--- src/rtl/ptlc_pkg.sv ---
// Package for the pedestrian traffic light controller.
// Phase codes, lamp and result structs, register indexes, reset values.
// No dependencies.
package ptlc_pkg;

  localparam int CNT_W       = 16;
  localparam int BLINK_W     = 3;
  localparam int MAIN_W      = 2;
  localparam int CFG_IDX_W   = 2;
  localparam int BLINK_STEPS_DEF = 5;

  localparam logic [CNT_W-1:0] LONG_PHASE_RST  = 16'd5000;
  localparam logic [CNT_W-1:0] BLINK_PERIOD_RST = 16'd1000;
  localparam logic [CNT_W-1:0] PRESS_HOLD_RST  = 16'd1000;

  typedef enum logic [2:0] {
    PH_GREEN   = 3'd0,
    PH_YELLOW  = 3'd1,
    PH_RED     = 3'd2,
    PH_QUALIFY = 3'd3,
    PH_WARN    = 3'd4,
    PH_WALK    = 3'd5,
    PH_CLEAR   = 3'd6
  } phase_t;

  typedef enum logic [CFG_IDX_W-1:0] {
    REG_LONG_PHASE   = 2'd0,
    REG_BLINK_PERIOD = 2'd1,
    REG_PRESS_HOLD   = 2'd2
  } cfg_reg_t;

  typedef struct packed {
    logic [CNT_W-1:0] long_phase;
    logic [CNT_W-1:0] blink_period;
    logic [CNT_W-1:0] press_hold;
  } cfg_t;

  typedef struct packed {
    logic car_green;
    logic car_yellow;
    logic car_red;
    logic walk_green;
    logic walk_yellow;
    logic walk_red;
  } lamps_t;

  typedef struct packed {
    lamps_t lamps;
    phase_t phase;
  } result_t;

  typedef struct packed {
    logic advance;
    logic level;
  } item_ctl_t;

  function automatic lamps_t lamps_of(phase_t ph, logic blink_on);
    lamps_t l;
    l = '0;
    case (ph)
      PH_YELLOW: begin
        l.car_yellow = blink_on;
        l.walk_red   = 1'b1;
      end
      PH_RED, PH_WALK: begin
        l.car_red    = 1'b1;
        l.walk_green = 1'b1;
      end
      PH_WARN: begin
        l.car_yellow  = blink_on;
        l.walk_yellow = blink_on;
        l.walk_red    = 1'b1;
      end
      PH_CLEAR: begin
        l.car_yellow  = blink_on;
        l.walk_yellow = blink_on;
        l.walk_green  = 1'b1;
      end
      default: begin
        l.car_green = 1'b1;
        l.walk_red  = 1'b1;
      end
    endcase
    return l;
  endfunction

endpackage

--- src/rtl/pedestrian_traffic_light_controller.sv ---
// Pedestrian traffic light controller, top level.
// Depends on ptlc_pkg, ptlc_cfg_regs, ptlc_in_stage, ptlc_fsm, ptlc_out_stage.
//
// Each item is one time-base tick carrying the button level, and yields one
// result item: six lamp levels and the phase code. An item is taken into an
// input register, passes the phase state machine and lands in a result
// register, from which its result is offered. While the result side is not
// stalled, one item is taken every cycle; with it stalled the input register
// still takes one more item. Phase lengths, blink period and press hold
// time are counted in ticks and may be rewritten through the configuration
// port, which takes a write in every cycle; a value of zero acts as one tick.
module pedestrian_traffic_light_controller #(
  parameter int BLINK_STEPS = ptlc_pkg::BLINK_STEPS_DEF
) (
  input  logic                            clk,
  input  logic                            rst_n,
  input  logic                            in_valid,
  output logic                            in_ready,
  input  logic                            in_button_level,
  output logic                            out_valid,
  input  logic                            out_ready,
  output logic                            out_car_green,
  output logic                            out_car_yellow,
  output logic                            out_car_red,
  output logic                            out_walk_green,
  output logic                            out_walk_yellow,
  output logic                            out_walk_red,
  output logic [2:0]                      out_phase_code,
  input  logic                            cfg_valid,
  output logic                            cfg_ready,
  input  logic [ptlc_pkg::CFG_IDX_W-1:0]  cfg_index,
  input  logic [ptlc_pkg::CNT_W-1:0]      cfg_data
);

  ptlc_pkg::cfg_t      cfg;
  ptlc_pkg::item_ctl_t item;
  ptlc_pkg::result_t   res;
  ptlc_pkg::result_t   out_res;
  logic                out_take;

  assign cfg_ready = 1'b1;

  ptlc_cfg_regs u_cfg (
    .clk      (clk),
    .rst_n    (rst_n),
    .wr_en    (cfg_valid & cfg_ready),
    .wr_index (cfg_index),
    .wr_data  (cfg_data),
    .cfg      (cfg)
  );

  ptlc_in_stage u_in (
    .clk      (clk),
    .rst_n    (rst_n),
    .in_valid (in_valid),
    .in_ready (in_ready),
    .in_level (in_button_level),
    .out_take (out_take),
    .item     (item)
  );

  ptlc_fsm #(
    .BLINK_STEPS (BLINK_STEPS)
  ) u_fsm (
    .clk   (clk),
    .rst_n (rst_n),
    .item  (item),
    .cfg   (cfg),
    .res   (res)
  );

  ptlc_out_stage u_out (
    .clk       (clk),
    .rst_n     (rst_n),
    .advance   (item.advance),
    .res       (res),
    .out_take  (out_take),
    .out_valid (out_valid),
    .out_ready (out_ready),
    .out_res   (out_res)
  );

  assign out_car_green   = out_res.lamps.car_green;
  assign out_car_yellow  = out_res.lamps.car_yellow;
  assign out_car_red     = out_res.lamps.car_red;
  assign out_walk_green  = out_res.lamps.walk_green;
  assign out_walk_yellow = out_res.lamps.walk_yellow;
  assign out_walk_red    = out_res.lamps.walk_red;
  assign out_phase_code  = out_res.phase;

endmodule

--- src/rtl/ptlc_cfg_regs.sv ---
// Configuration registers of the traffic light controller.
// Depends on ptlc_pkg.
module ptlc_cfg_regs (
  input  logic                             clk,
  input  logic                             rst_n,
  input  logic                             wr_en,
  input  logic [ptlc_pkg::CFG_IDX_W-1:0]   wr_index,
  input  logic [ptlc_pkg::CNT_W-1:0]       wr_data,
  output ptlc_pkg::cfg_t                   cfg
);

  ptlc_pkg::cfg_t cfg_r;

  always_ff @(posedge clk) begin
    if (!rst_n) begin
      cfg_r.long_phase   <= ptlc_pkg::LONG_PHASE_RST;
      cfg_r.blink_period <= ptlc_pkg::BLINK_PERIOD_RST;
      cfg_r.press_hold   <= ptlc_pkg::PRESS_HOLD_RST;
    end else if (wr_en) begin
      case (wr_index)
        ptlc_pkg::REG_LONG_PHASE:   cfg_r.long_phase   <= wr_data;
        ptlc_pkg::REG_BLINK_PERIOD: cfg_r.blink_period <= wr_data;
        ptlc_pkg::REG_PRESS_HOLD:   cfg_r.press_hold   <= wr_data;
        default: ;
      endcase
    end
  end

  assign cfg = cfg_r;

endmodule

--- src/rtl/ptlc_in_stage.sv ---
// Input register of the traffic light controller: one tick item.
// Depends on ptlc_pkg.
module ptlc_in_stage (
  input  logic                 clk,
  input  logic                 rst_n,
  input  logic                 in_valid,
  output logic                 in_ready,
  input  logic                 in_level,
  input  logic                 out_take,
  output ptlc_pkg::item_ctl_t  item
);

  logic valid_r;
  logic level_r;
  logic advance;

  assign advance  = valid_r & out_take;
  assign in_ready = ~valid_r | out_take;

  always_ff @(posedge clk) begin
    if (!rst_n) begin
      valid_r <= 1'b0;
    end else if (in_ready) begin
      valid_r <= in_valid;
    end
  end

  always_ff @(posedge clk) begin
    if (in_valid && in_ready) begin
      level_r <= in_level;
    end
  end

  assign item.advance = advance;
  assign item.level   = level_r;

endmodule

--- src/rtl/ptlc_fsm.sv ---
// Phase state machine: button edge, qualify, tick and blink counters, lamps.
// Depends on ptlc_pkg.
module ptlc_fsm #(
  parameter int BLINK_STEPS = ptlc_pkg::BLINK_STEPS_DEF
) (
  input  logic                 clk,
  input  logic                 rst_n,
  input  ptlc_pkg::item_ctl_t  item,
  input  ptlc_pkg::cfg_t       cfg,
  output ptlc_pkg::result_t    res
);

  localparam logic [ptlc_pkg::BLINK_W-1:0] BLINK_LAST = ptlc_pkg::BLINK_W'(BLINK_STEPS);
  localparam logic [ptlc_pkg::MAIN_W-1:0]  MAIN_GREEN = ptlc_pkg::MAIN_W'(ptlc_pkg::PH_GREEN);
  localparam logic [ptlc_pkg::MAIN_W-1:0]  MAIN_RED   = ptlc_pkg::MAIN_W'(ptlc_pkg::PH_RED);

  ptlc_pkg::phase_t                  phase_r, phase_nxt, cur_phase;
  logic [ptlc_pkg::MAIN_W-1:0]       prior_r, prior_nxt;
  logic [ptlc_pkg::MAIN_W-1:0]       frozen_r, frozen_nxt, cur_frozen;
  logic [ptlc_pkg::CNT_W-1:0]        tick_r, tick_nxt, tick_inc;
  logic [ptlc_pkg::BLINK_W-1:0]      blink_r, blink_nxt, blink_inc;
  logic [ptlc_pkg::CNT_W-1:0]        hold_r, hold_nxt, cur_hold, hold_inc;
  logic                              btn_prior_r, btn_prior_nxt;
  logic                              btn_rise;
  logic                              long_done;
  logic                              period_done;
  logic                              blink_end;
  ptlc_pkg::phase_t                  show_phase;

  always_ff @(posedge clk) begin
    if (!rst_n) begin
      phase_r     <= ptlc_pkg::PH_GREEN;
      prior_r     <= MAIN_GREEN;
      frozen_r    <= '0;
      tick_r      <= '0;
      blink_r     <= '0;
      hold_r      <= '0;
      btn_prior_r <= 1'b0;
    end else if (item.advance) begin
      phase_r     <= phase_nxt;
      prior_r     <= prior_nxt;
      frozen_r    <= frozen_nxt;
      tick_r      <= tick_nxt;
      blink_r     <= blink_nxt;
      hold_r      <= hold_nxt;
      btn_prior_r <= btn_prior_nxt;
    end
  end

  always_comb begin
    btn_rise   = item.level & ~btn_prior_r;
    cur_phase  = phase_r;
    cur_frozen = frozen_r;
    cur_hold   = hold_r;
    if (btn_rise && (phase_r == ptlc_pkg::PH_GREEN || phase_r == ptlc_pkg::PH_YELLOW ||
                     phase_r == ptlc_pkg::PH_RED)) begin
      cur_frozen = phase_r[ptlc_pkg::MAIN_W-1:0];
      cur_phase  = ptlc_pkg::PH_QUALIFY;
      cur_hold   = '0;
    end

    show_phase = (cur_phase == ptlc_pkg::PH_QUALIFY) ?
                 ptlc_pkg::phase_t'({1'b0, cur_frozen}) : cur_phase;
    res.lamps  = ptlc_pkg::lamps_of(show_phase, ~blink_r[0]);
    res.phase  = cur_phase;

    tick_inc    = tick_r + 1'b1;
    hold_inc    = cur_hold + 1'b1;
    blink_inc   = blink_r + 1'b1;
    long_done   = tick_inc >= cfg.long_phase;
    period_done = tick_inc >= cfg.blink_period;
    blink_end   = blink_inc >= BLINK_LAST;

    phase_nxt     = cur_phase;
    prior_nxt     = prior_r;
    frozen_nxt    = cur_frozen;
    tick_nxt      = tick_inc;
    blink_nxt     = blink_r;
    hold_nxt      = cur_hold;
    btn_prior_nxt = item.level;

    case (cur_phase)
      ptlc_pkg::PH_GREEN, ptlc_pkg::PH_RED: begin
        if (long_done) begin
          prior_nxt = cur_phase[ptlc_pkg::MAIN_W-1:0];
          phase_nxt = ptlc_pkg::PH_YELLOW;
          tick_nxt  = '0;
          blink_nxt = '0;
        end
      end
      ptlc_pkg::PH_YELLOW, ptlc_pkg::PH_WARN, ptlc_pkg::PH_CLEAR: begin
        if (period_done) begin
          tick_nxt  = '0;
          blink_nxt = blink_inc;
          if (blink_end) begin
            blink_nxt = '0;
            case (cur_phase)
              ptlc_pkg::PH_YELLOW:
                phase_nxt = (prior_r == MAIN_GREEN) ? ptlc_pkg::PH_RED : ptlc_pkg::PH_GREEN;
              ptlc_pkg::PH_WARN:
                phase_nxt = ptlc_pkg::PH_WALK;
              default: begin
                prior_nxt = cur_frozen;
                phase_nxt = ptlc_pkg::PH_GREEN;
              end
            endcase
          end
        end
      end
      ptlc_pkg::PH_QUALIFY: begin
        tick_nxt = tick_r;
        if (!item.level) begin
          phase_nxt = ptlc_pkg::phase_t'({1'b0, cur_frozen});
        end else if (hold_inc >= cfg.press_hold) begin
          hold_nxt  = '0;
          phase_nxt = (cur_frozen == MAIN_RED) ? ptlc_pkg::PH_WALK : ptlc_pkg::PH_WARN;
          tick_nxt  = '0;
          blink_nxt = '0;
        end else begin
          hold_nxt = hold_inc;
        end
      end
      ptlc_pkg::PH_WALK: begin
        if (long_done) begin
          phase_nxt = ptlc_pkg::PH_CLEAR;
          tick_nxt  = '0;
          blink_nxt = '0;
        end
      end
      default: begin
        phase_nxt = ptlc_pkg::PH_GREEN;
        tick_nxt  = '0;
        blink_nxt = '0;
      end
    endcase
  end

endmodule

--- src/rtl/ptlc_out_stage.sv ---
// Result register of the traffic light controller: lamps and phase code.
// Depends on ptlc_pkg.
module ptlc_out_stage (
  input  logic                 clk,
  input  logic                 rst_n,
  input  logic                 advance,
  input  ptlc_pkg::result_t    res,
  output logic                 out_take,
  output logic                 out_valid,
  input  logic                 out_ready,
  output ptlc_pkg::result_t    out_res
);

  logic              valid_r;
  ptlc_pkg::result_t res_r;

  assign out_take = ~valid_r | out_ready;

  always_ff @(posedge clk) begin
    if (!rst_n) begin
      valid_r <= 1'b0;
    end else if (out_take) begin
      valid_r <= advance;
    end
  end

  always_ff @(posedge clk) begin
    if (advance) begin
      res_r <= res;
    end
  end

  assign out_valid = valid_r;
  assign out_res   = res_r;

endmodule

--- config.mk ---
export PLATFORM = sky130hd
export DESIGN_NAME = pedestrian_traffic_light_controller
export DESIGN_NICKNAME = d
export VERILOG_FILES = /design/src/rtl/ptlc_pkg.sv /design/src/rtl/pedestrian_traffic_light_controller.sv /design/src/rtl/ptlc_cfg_regs.sv /design/src/rtl/ptlc_in_stage.sv /design/src/rtl/ptlc_fsm.sv /design/src/rtl/ptlc_out_stage.sv
export SDC_FILE = /design/constraint.sdc
export NUM_CORES = 1
export LEC_CHECK = 0
export BUFFER_PORTS_ARGS = -buffer_cell sky130_fd_sc_hd__buf_2
export CORE_MARGIN = 2
export CORE_UTILIZATION = 39
export CTS_CLUSTER_SIZE = 10
export DETAILED_ROUTE_END_ITERATION = 12
export GPL_TIMING_DRIVEN = 0
export PLACE_DENSITY_LB_ADDON = 0.05
export SLEW_MARGIN = 20
export SYNTH_ARGS = -nofsm -noshare
export SYNTH_HDL_FRONTEND = slang
export SYNTH_SLANG_ARGS = --single-unit
--- constraint.sdc ---
create_clock -name clk -period 8.9 [get_ports clk]
set_clock_uncertainty 0.05 [all_clocks]
set_input_delay 0.445 -clock clk [delete_from_list [all_inputs] [get_ports clk]]
set_output_delay 0.445 -clock clk [all_outputs]
set_load 0.02 [all_outputs]
==> results.sh <==
export IMPL_ff2ff_path_depth=21
export IMPL_cpMostUsedCell="nor2_1"
export IMPL_async_flop_share=0
export IMPL_clock_tree_root_cell="clkbuf_16"
export IMPL_worstSetupPathType="reg -> reg"
export IMPL_fin_crit_ps=5250
export IMPL_place_congestion=0.874
export IMPL_final_hold_violation_count=0
export IMPL_cpPeakStageDelay_ps=510
export IMPL_holdBufCountCts=0
export IMPL_h_tree_depth=3
export IMPL_leakagePower_nw=2.76
export IMPL_vdd_drop_max_mv=0.125
export IMPL_dieWidth_um=130
export IMPL_r2r_start="u_in.level_r$_DFFE_PP_"
export IMPL_crit_path_start_kind="flip-flop"
export IMPL_netlist_area_um2=6160
export IMPL_synth_edf_count=10
export IMPL_grt_max_degree=18
export IMPL_cts_buffers=9
export IMPL_hpwl_um=12600
export IMPL_ys_ff_latch=103
export IMPL_fin_tns_setup_ps=0
export IMPL_grt_pass1_vias=5099
export IMPL_tightestPinTransition_ps=897
export IMPL_overflow=0
export IMPL_grt_util_all_layers=0.206
export IMPL_io_pins=36
export IMPL_cp_max_fo=10
export IMPL_hold_path_end="u_in.level_r$_DFFE_PP_"
export IMPL_p_per_area_nw_per_um2=148
export IMPL_holdCritStartpoint="in_button_level"
export IMPL_synth_main_ff_cell="dfxtp_1"
export IMPL_path_clk_slew_ps=70
export IMPL_fill_cells=1572
export IMPL_vias=5321
export IMPL_die_area_um2=16800
export IMPL_routed_via_density=5.27
export IMPL_cp_cell_sequence="or3b_1, buf_4, nand2b_1, clkbuf_1, and2_1, ha_1, o2111ai_4, or2_1, buf_4, nor2_1, xnor2_1, nor2_1, ha_1, a21oi_1, nor2_1, a211oi_1, and3_4, o221a_2, clkbuf_1, nand2_1, o21ai_0"
export IMPL_crit_family="simple AND/OR/NAND/NOR gates"
export IMPL_std_cell_rows=45
export IMPL_wl_per_cell_um=16.2
export IMPL_clkSinkCount=103
export IMPL_syn_avg_cell_area_um2=8.23
export IMPL_drv_slew=0
export IMPL_hp_class="in -> reg"
export IMPL_drive_gt1_frac=0.0941
export IMPL_drc=0
export IMPL_cp_arrival_ps=5480
export IMPL_timing_rr_end="u_fsm.tick_r[0]$_SDFFE_PN0P_"
export IMPL_nets=868
export IMPL_finalCritPeriodShare=0.589
export IMPL_cts_repair_resized=0
export IMPL_max_slew_margin=0.397
export IMPL_synthCells=748
export IMPL_wl_um=16300
export IMPL_port_buffers=33
export IMPL_coreArea_um2=15300
export IMPL_cts_tree="done"
export IMPL_syn_to_final_growth_pct=12.4
export IMPL_worst_path_buf_inv=4
export IMPL_synth_cell_types=69
export IMPL_grt_pass1_wl_um=26400
export IMPL_firstDrtPassIters=5
export IMPL_status="completed"
export IMPL_fmax_ghz=0.191
export IMPL_required_ps=9140
export IMPL_r2r_slack_ps=3650
export IMPL_drt_iter0_markers=299
export IMPL_antenna_found_initial=0
export IMPL_ys_seq_area_frac=0.351
export IMPL_max_cap_violations=0
export IMPL_clock_latency_ps=360
export IMPL_start_util=0.402
export IMPL_whs_path_depth=1
export IMPL_setup_viol=0
export IMPL_dieHeight_um=130
export IMPL_final_util=0.452
export IMPL_ys_warn_count=0
export IMPL_postCtsSetupBuffers=0
export IMPL_clk_path_buf_depth=2
export IMPL_crit_slowest_cell="edfxtp_1"
export IMPL_synth_fp_nets=824
export IMPL_cp_end_kind="flip-flop"
export IMPL_rsz0062_at_grt="no"
export IMPL_ant_nets=0
-- cell type report --
cell class | instances | area, um^2 | share of cell area
multi-input cells | 546 | 3590 | 0.519
flip-flops and latches | 103 | 2160 | 0.312
clock buffers | 12 | 278 | 0.0401
well taps | 211 | 264 | 0.0381
inverters | 60 | 225 | 0.0325
plain buffers | 39 | 178 | 0.0257
repair buffers | 33 | 165 | 0.0239
clock inverters | 4 | 56.3 | 0.00813
diodes | 1 | 2.50 | 0.000361
-- cell usage in the layout, fill, tap and decap left out, types with 5 or more instances in the layout --
| cell | Yosys | final |
|---|---|---|
| nand2_1 | 134 | 134 |
| dfxtp_1 | 93 | 93 |
| inv_1 | 60 | 60 |
| ha_1 | 52 | 52 |
| buf_2 | 7 | 40 |
| nor2_1 | 39 | 39 |
| a21boi_0 | 39 | 39 |
| a21oi_1 | 30 | 30 |
| clkbuf_1 | 26 | 26 |
| o21ai_0 | 23 | 23 |
| o211ai_1 | 20 | 20 |
| nor2b_1 | 17 | 17 |
| nand3_1 | 15 | 15 |
| xnor2_1 | 14 | 14 |
| a32o_1 | 13 | 13 |
| nand2b_1 | 10 | 10 |
| and2_1 | 10 | 10 |
| nand4_1 | 10 | 10 |
| a22oi_1 | 10 | 10 |
| clkbuf_16 | 0 | 10 |
| edfxtp_1 | 10 | 10 |
| xor2_1 | 9 | 9 |
| or3_1 | 9 | 9 |
| nor3_1 | 9 | 9 |
| o21a_1 | 6 | 6 |
| a21o_1 | 5 | 5 |
| o31ai_1 | 5 | 5 |
-- report_power, final --
part / leakage, nW / internal [mW] / switching, mW
Combinational: 1.75 / 0.0333 / 0.0638
Clock: 0.165 / 0.254 / 0.190
Sequential: 0.847 / 0.481 / 0.00612
Total: 2.76 / 0.768 / 0.260
-- state kept, by name, summed over array words and instances (netlist names) --
signal	count
u_out.out_valid	1
u_fsm.hold_r	16
u_in.level_r	1
u_fsm.prior_r	2
u_fsm.tick_r	16
u_in.valid_r	1
u_fsm.blink_r	3
u_cfg.cfg	48
u_fsm.frozen_r	2
u_fsm.phase_r	3
u_fsm.btn_prior_r	1
u_out.out_res	9
-- worst max path at each step --
| stage | depth (start not counted) | from | slack [ps] | end |
|---|---|---|---|---|
| 5_1_grt | 21 | u_in.level_r$_DFFE_PP_ | 3290 | u_fsm.tick_r[0]$_SDFFE_PN0P_ |
| 3_3_place_gp | 20 | u_in.level_r$_DFFE_PP_ | 3750 | u_fsm.tick_r[3]$_SDFFE_PN0P_ |
| 2_1_floorplan | 20 | u_in.level_r$_DFFE_PP_ | 4540 | u_fsm.blink_r[2]$_SDFFE_PN0P_ |
| 3_5_place_dp | 20 | u_in.level_r$_DFFE_PP_ | 3690 | u_fsm.tick_r[12]$_SDFFE_PN0P_ |
| 4_1_cts | 21 | u_in.level_r$_DFFE_PP_ | 3640 | u_fsm.tick_r[0]$_SDFFE_PN0P_ |
| 6_report | 21 | u_in.level_r$_DFFE_PP_ | 3650 | u_fsm.tick_r[0]$_SDFFE_PN0P_ |
-- kinds of logic (layout without fill, tap and decap cells) --
logic type / count (synthesis) / count (layout) / share of synthesized area
simple gates: 280 / 280 / 0.217
compound gates: 185 / 185 / 0.219
flops: 103 / 103 / 0.351
buf+inv: 99 / 148 / 0.0654
fa+ha+maj: 52 / 52 / 0.106
xor+xnor: 24 / 24 / 0.0354
mux: 4 / 4 / 0.00650
other cells: 1 / 2 / 0.000609
-- cells in the mapped netlist (5+ instances only) --
cell type,number,area share
a21boi_0,39,0.048
a21o_1,5,0.0061
a21oi_1,30,0.024
a22oi_1,10,0.012
a32o_1,13,0.021
and2_1,10,0.010
buf_2,7,0.0057
clkbuf_1,26,0.016
dfxtp_1,93,0.30
edfxtp_1,10,0.049
ha_1,52,0.11
inv_1,60,0.037
nand2_1,134,0.082
nand2b_1,10,0.010
nand3_1,15,0.012
nand4_1,10,0.010
nor2_1,39,0.024
nor2b_1,17,0.017
nor3_1,9,0.0073
o211ai_1,20,0.024
o21a_1,6,0.0073
o21ai_0,23,0.019
o31ai_1,5,0.0061
or3_1,9,0.0091
xnor2_1,14,0.020
xor2_1,9,0.013
-- through the flow --
| step | power, mW | cells | hold slack (ps) | area (um^2) | setup slack [ps] |
|---|---|---|---|---|---|
| after floorplan | 0.559 | 748 | 392 | 6160 | 4540 |
| after global placement | 0.593 | 992 | 402 | 6590 | 3750 |
| after detailed placement | 0.595 | 992 | 408 | 6590 | 3690 |
| after CTS | 1.04 | 1008 | 205 | 6920 | 3640 |
| after global routing | 1.08 | 1008 | 199 | 6920 | 3290 |
| final | 1.03 | 1009 | 218 | 6920 | 3650 |
-- metal layers --
| metal | routed length, um | vias up | GRT usage |
|---|---|---|---|
| li1 | - | 2684 | - |
| met1 | 7490 | 2512 | 0.261 |
| met2 | 7980 | 109 | 0.353 |
| met3 | 610 | 16 | 0.0442 |
| met4 | 228 | 0 | 0.0569 |
| met5 | 0 | - | 0 |
No activity file was read; power rests on OpenSTA's default activity.
